`src/hdl/ncdc_ram.sv`:
```
// ----------------------------------------------------------------------------
// ncdc_ram
// generic single write port, single read port ram with registered read data
// ----------------------------------------------------------------------------
module ncdc_ram #(
    parameter int WIDTH  = 32,
    parameter int DEPTH  = 64,
    parameter int ADDR_W = (DEPTH > 1) ? $clog2(DEPTH) : 1
) (
    input  logic              i_clk,
    input  logic              i_we,
    input  logic [ADDR_W-1:0] i_waddr,
    input  logic [WIDTH-1:0]  i_wdata,
    input  logic [ADDR_W-1:0] i_raddr,
    output logic [WIDTH-1:0]  o_rdata
);

    logic [WIDTH-1:0] r_mem [DEPTH];
    logic [WIDTH-1:0] r_rdata;

    always_ff @(posedge i_clk) begin
        if (i_we) begin
            r_mem[i_waddr] <= i_wdata;
        end
        r_rdata <= r_mem[i_raddr];
    end

    assign o_rdata = r_rdata;

endmodule

```
`config.mk`:
```
export PLATFORM = sky130hd
export DESIGN_NAME = ncdc_ram
export DESIGN_NICKNAME = d
export VERILOG_FILES = /design/src/hdl/ncdc_ram.sv
export SDC_FILE = /design/constraint.sdc
export NUM_CORES = 2
export LEC_CHECK = 0
export BUFFER_PORTS_ARGS = -buffer_cell sky130_fd_sc_hd__buf_2
export CORE_ASPECT_RATIO = 0.9
export CORE_MARGIN = 2
export CORE_UTILIZATION = 57
export CTS_BUF_LIST = sky130_fd_sc_hd__clkbuf_16
export CTS_CLUSTER_DIAMETER = 40
export CTS_CLUSTER_SIZE = 28
export DETAILED_ROUTE_END_ITERATION = 6
export HOLD_SLACK_MARGIN = 0.06
export PLACE_DENSITY = 0.82
export SYNTH_ARGS = -nofsm -noshare
export SYNTH_HDL_FRONTEND = slang
export SYNTH_SLANG_ARGS = --single-unit
```
`constraint.sdc`:
```
create_clock -name i_clk -period 3.65 [get_ports i_clk]
set_input_delay 0.365 -clock i_clk [delete_from_list [all_inputs] [get_ports i_clk]]
set_output_delay 0.365 -clock i_clk [all_outputs]
set_load 0.05 [all_outputs]
```
=== After elaboration in Yosys (flattened, before gate mapping) ===
Memories as Yosys holds them, arrays and structs flattened. A register that Yosys moved wholly into a read port is not among the register bits.
Cells that the tools add are included.

* Muxes and demuxes: 2

{| class="wikitable"
|+ Operators by type and width
! cell !! count
|-
| 1-bit two-way mux || 2
|}

* RAM bits: 2048
* Output and inout bits: 32
* Memories: 1
* Register bits: 0

{| class="wikitable"
|+ Memories
! memory !! depth !! bits a word !! read ports !! clocked after Yosys merged registers in !! write ports !! line !! source
|-
| r_mem || 64 || 32 || 1 || 1 || 1 || 18 || <nowiki>logic [WIDTH-1:0] r_mem [DEPTH];</nowiki>
|}

=== Longest topological paths before layout ===
* Depth in word-level cells: 2
* Depth in mapped cells: 10
* Mapped depth without buffers: 5

=== Worst setup path before layout ===
No wires, ideal clock.

* Path type: input to register
* Start: in i_waddr[3]
* End: mem r_mem[48][0] (enable)
* Stages on the path: 4
* Arrival: 3.064 ns
* Slack: 0.125 ns
* Path buffers: 1
* Cells stage by stage: clkbuf_1 > nor2b_1 > nand4b_1 > nor3_1

{| class="wikitable"
|+ RTL lines
! item !! line !! source
|-
| from (decl) || 12 || <nowiki>input logic [ADDR_W-1:0] i_waddr,</nowiki>
|-
| to (decl) || 18 ||
|}

No word-level cell before the write port.

==> implementation parameters <==
Parameter                              Value

Status
  Run status    complete, no violations

Timing
  Layout Skew    0.03236 ns
  Post-route minimum period    2.795 ns
  Setup violation total in the final timing report    0
  Upper clock frequency limit    0.3577 GHz
  Worst slew margin relative to its limit    10.41%
  Smallest setup slack after layout    0.8546 ns
  Unrepaired setup endpoints after global routing    false
  Transition time of the tightest slew-check pin    1.344 ns
  Final number of hold-violating endpoints    0
  Total negative setup slack    0 ns
  Share of the clock period used by the worst path after layout    76.59%
  Number of slew-limit violations in the final report    0

Route
  DRC    0
  Total wire length after detailed routing    220500 um
  Average vias per placed instance    7.267
  Number of vias after detailed routing    40380
  Routed wire length per instance    39.68 um
  DRC violation total after the first TritonRoute iteration    7179
  Detailed-routing iteration count for the pre-antenna-repair pass    5
  Final antenna-violating net count    0

Floorplanning
  Core box area    0.1370 mm2
  Chip Height    356.1 um
  Cell row count    129
  Horizontal die dimension    395.2 um
  Initial standard-cell utilization of the core    57.30%
  Area of the die    0.1407 mm2
  Io pins    78

Worst setup path
  Reg2Reg Capture Point    o_rdata[29]
  Cell family with most CP delay    buffers and inverters
  Critical Path Fanout Max    30
  Series of cell instances along the critical path    buf_8 -> buf_12 -> buf_4 -> mux4_2 -> mux4_2 -> o22ai_1 -> nor2_1
  Arrival time of data at the critical path endpoint    3.48 ns
  Register-to-Register Path Depth    4
  CP Class    in2reg
  Biggest cell delay along the critical path    0.77 ns
  Buf+Inv Stages, Crit Path    3
  Register-to-register path setup slack    1.19 ns
  Critical Path Start Type    input port
  Worst path most repeated cell    sky130_fd_sc_hd__mux4_2
  Data required time of the worst path    4.34 ns
  Depth of the critical timing path with buffers and inverters included    7
  CP max-delay cell    sky130_fd_sc_hd__o22ai_1
  Critical path capture point type    flip-flop
  Launch instance of the worst register-to-register path    r_mem[19][29]

Pwr
  P_leak    27.60 nW
  Power per Cell Area    543.9 mW/mm2
  Peak supply drop    0.4966 mV

Yosys
  Mean instance size in the synthesized netlist    23.62 um2
  Share of flip-flops with an asynchronous set or reset    0%
  Ys flop type    sky130_fd_sc_hd__edfxtp_1
  Top post-synthesis cells by area    sky130_fd_sc_hd__edfxtp_1, sky130_fd_sc_hd__mux4_2, sky130_fd_sc_hd__mux2i_1
  Net count after synthesis    3370
  Commonest cells post-synth    sky130_fd_sc_hd__edfxtp_1, sky130_fd_sc_hd__mux4_2, sky130_fd_sc_hd__nor2_1
  Cell count after synthesis    3324
  Share of Yosys cell area claimed by the top area cell type    78.33%
  Distinct cells, synth    34
  Yosys reg bits    2080
  Post-synth EDFFs    2048
  Most used standard cell by instance count after synthesis    sky130_fd_sc_hd__edfxtp_1
  Share of synthesized area occupied by flip-flops and latches    79.14%
  Cell type contributing the most total cell area after synthesis    sky130_fd_sc_hd__edfxtp_1
  Warnings, synthesis    0
  Post-synthesis cell area    0.07852 mm2

Clock network
  Worst skew pair latency    0.84 ns
  Cts bufs inserted    164
  Count of hold buffers inserted by post-cts repair    0
  H-tree depth reported by CTS    4
  Worst-case clock buffer depth    3
  Register clock-pin slew on the reported worst setup and hold paths    0.09 ns
  Post-CTS setup buffer count    0
  Gates resized, CTS repair    0
  Clk sink count    2080
  Clock root buffer    sky130_fd_sc_hd__clkbuf_16
  TritonCTS clock tree    built

Min path
  WHS Endpoint    r_mem[36][8]
  Min-Delay Path Class    in2reg
  Worst min-delay path startpoint    i_wdata[8]
  Hold Path Depth    1

Finish
  Fraction of layout instances using a drive strength above 1    31.19%
  Area overhead of the layout relative to synthesis    12.72%
  Area used by sequential logic in the layout    0.06214 mm2
  Filler instances    8106
  NumNets Final    3613
  Area used by multi-input combinational logic    0.01597 mm2

Place
  Final Wtd Congestion    0.8375
  HPWL Detailed    114200 um
  PortBufs    77
  Post-Place Setup Slack    0.1496 ns

Run
  MaxCap Viol Count    0

Global route
  Remaining global-route overflow    0
  Wire length of the first global-routing pass    308300 um
  Maximum number of pins on one net before global-route repair    65
  Vias in the first global route    40650
  Global router's overall resource usage    31.73%
  Number of antenna violations at the first check in global routing    28
worst max-delay path by stage:
stage                              end        from  slack (ns)
after floorplan           r_mem[48][0]  i_waddr[3]        0.13
after global placement     o_rdata[29]  i_raddr[0]        0.14
after detailed placement   o_rdata[29]  i_raddr[0]        0.15
after CTS                  o_rdata[29]  i_raddr[0]        0.96
after global routing       o_rdata[29]  i_raddr[0]        0.89
final                      o_rdata[29]  i_raddr[0]        0.85
worst reg2reg max path: cells and delay by family, from the launching register on:
family | cells | cell delay, ns
and+or+nand+nor | 1 | 0.16
DFF | 1 | 0.44
muxes | 2 | 0.99
AOI/OAI and AO/OA | 1 | 0.75
area by class of cell:
type / count / area share [%]
diodes: 12 / 0.03393
clock buffers: 169 / 4.778
clock inverters: 140 / 1.706
multi-input cells: 1062 / 18.04
flip-flops and latches: 2080 / 70.21
well taps: 1834 / 2.593
repair buffers: 259 / 2.638
registers in the layout (all words and copies together), names as in the netlist:
signal / flops
r_mem: 2048
o_rdata: 32
cell families (layout without fill, tap and decap cells):
family	count (synthesis)	count (layout)	share of synthesized area [%]
multiplexers	637	637	16.79
other	0	12	0
flip-flops	2080	2080	79.14
AND/OR/NAND/NOR	223	223	1.265
buffers and inverters	182	568	1.128
AO/OA/AOI/OAI	202	202	1.673
per-layer routing:
metal	global-route usage [%]	vias to the layer above	part of all wire [%]
met5	0	-	0.035
li1	-	14770	-
met1	41.04	20740	32
met3	7.664	801	14
met4	16.25	14	5.7
met2	50.89	4049	49
where the power goes:
group	switching [mW]	internal (mW)
clock	9.39	9.51
combinational	1.74	0.931
sequential	0.144	26.4
total	11.3	36.9
placed cells by master, fill, tap and decap left out, types with 9 or more instances in the layout:
cell type | netlist | routed
sky130_fd_sc_hd__inv_1 | 0 | 12
sky130_fd_sc_hd__a21oi_1 | 62 | 62
sky130_fd_sc_hd__o22ai_1 | 84 | 84
sky130_fd_sc_hd__edfxtp_1 | 2048 | 2048
sky130_fd_sc_hd__clkinv_1 | 0 | 12
sky130_fd_sc_hd__buf_12 | 0 | 44
sky130_fd_sc_hd__inv_6 | 0 | 34
sky130_fd_sc_hd__buf_2 | 57 | 73
sky130_fd_sc_hd__o221ai_1 | 27 | 27
sky130_fd_sc_hd__nor2b_1 | 15 | 15
sky130_fd_sc_hd__a22oi_1 | 12 | 12
sky130_fd_sc_hd__nor2_1 | 137 | 75
sky130_fd_sc_hd__diode_2 | 0 | 12
sky130_fd_sc_hd__clkbuf_16 | 0 | 169
sky130_fd_sc_hd__nand2_1 | 26 | 26
sky130_fd_sc_hd__inv_8 | 0 | 22
sky130_fd_sc_hd__mux4_2 | 544 | 544
sky130_fd_sc_hd__buf_4 | 25 | 139
sky130_fd_sc_hd__clkinv_2 | 0 | 12
sky130_fd_sc_hd__mux2i_1 | 93 | 93
sky130_fd_sc_hd__dfxtp_1 | 32 | 32
sky130_fd_sc_hd__clkinv_8 | 0 | 26
sky130_fd_sc_hd__clkinv_4 | 0 | 9
sky130_fd_sc_hd__nor2_4 | 0 | 62
per-stage QoR:
step	hold WS (ns)	util [%]	total power, mW	cells	area (um2)
global route	0.1356	64.58	49.07	5550	88490
global placement	0.7021	60.38	29.55	5235	82740
detailed placement	0.7190	60.38	29.65	5235	82740
floorplan	0.4639	-	28.47	3324	78520
CTS	0.1062	64.57	48.19	5544	88480
finish	0.1362	64.59	48.14	5556	88510
Power figures use the tool's default switching activity.
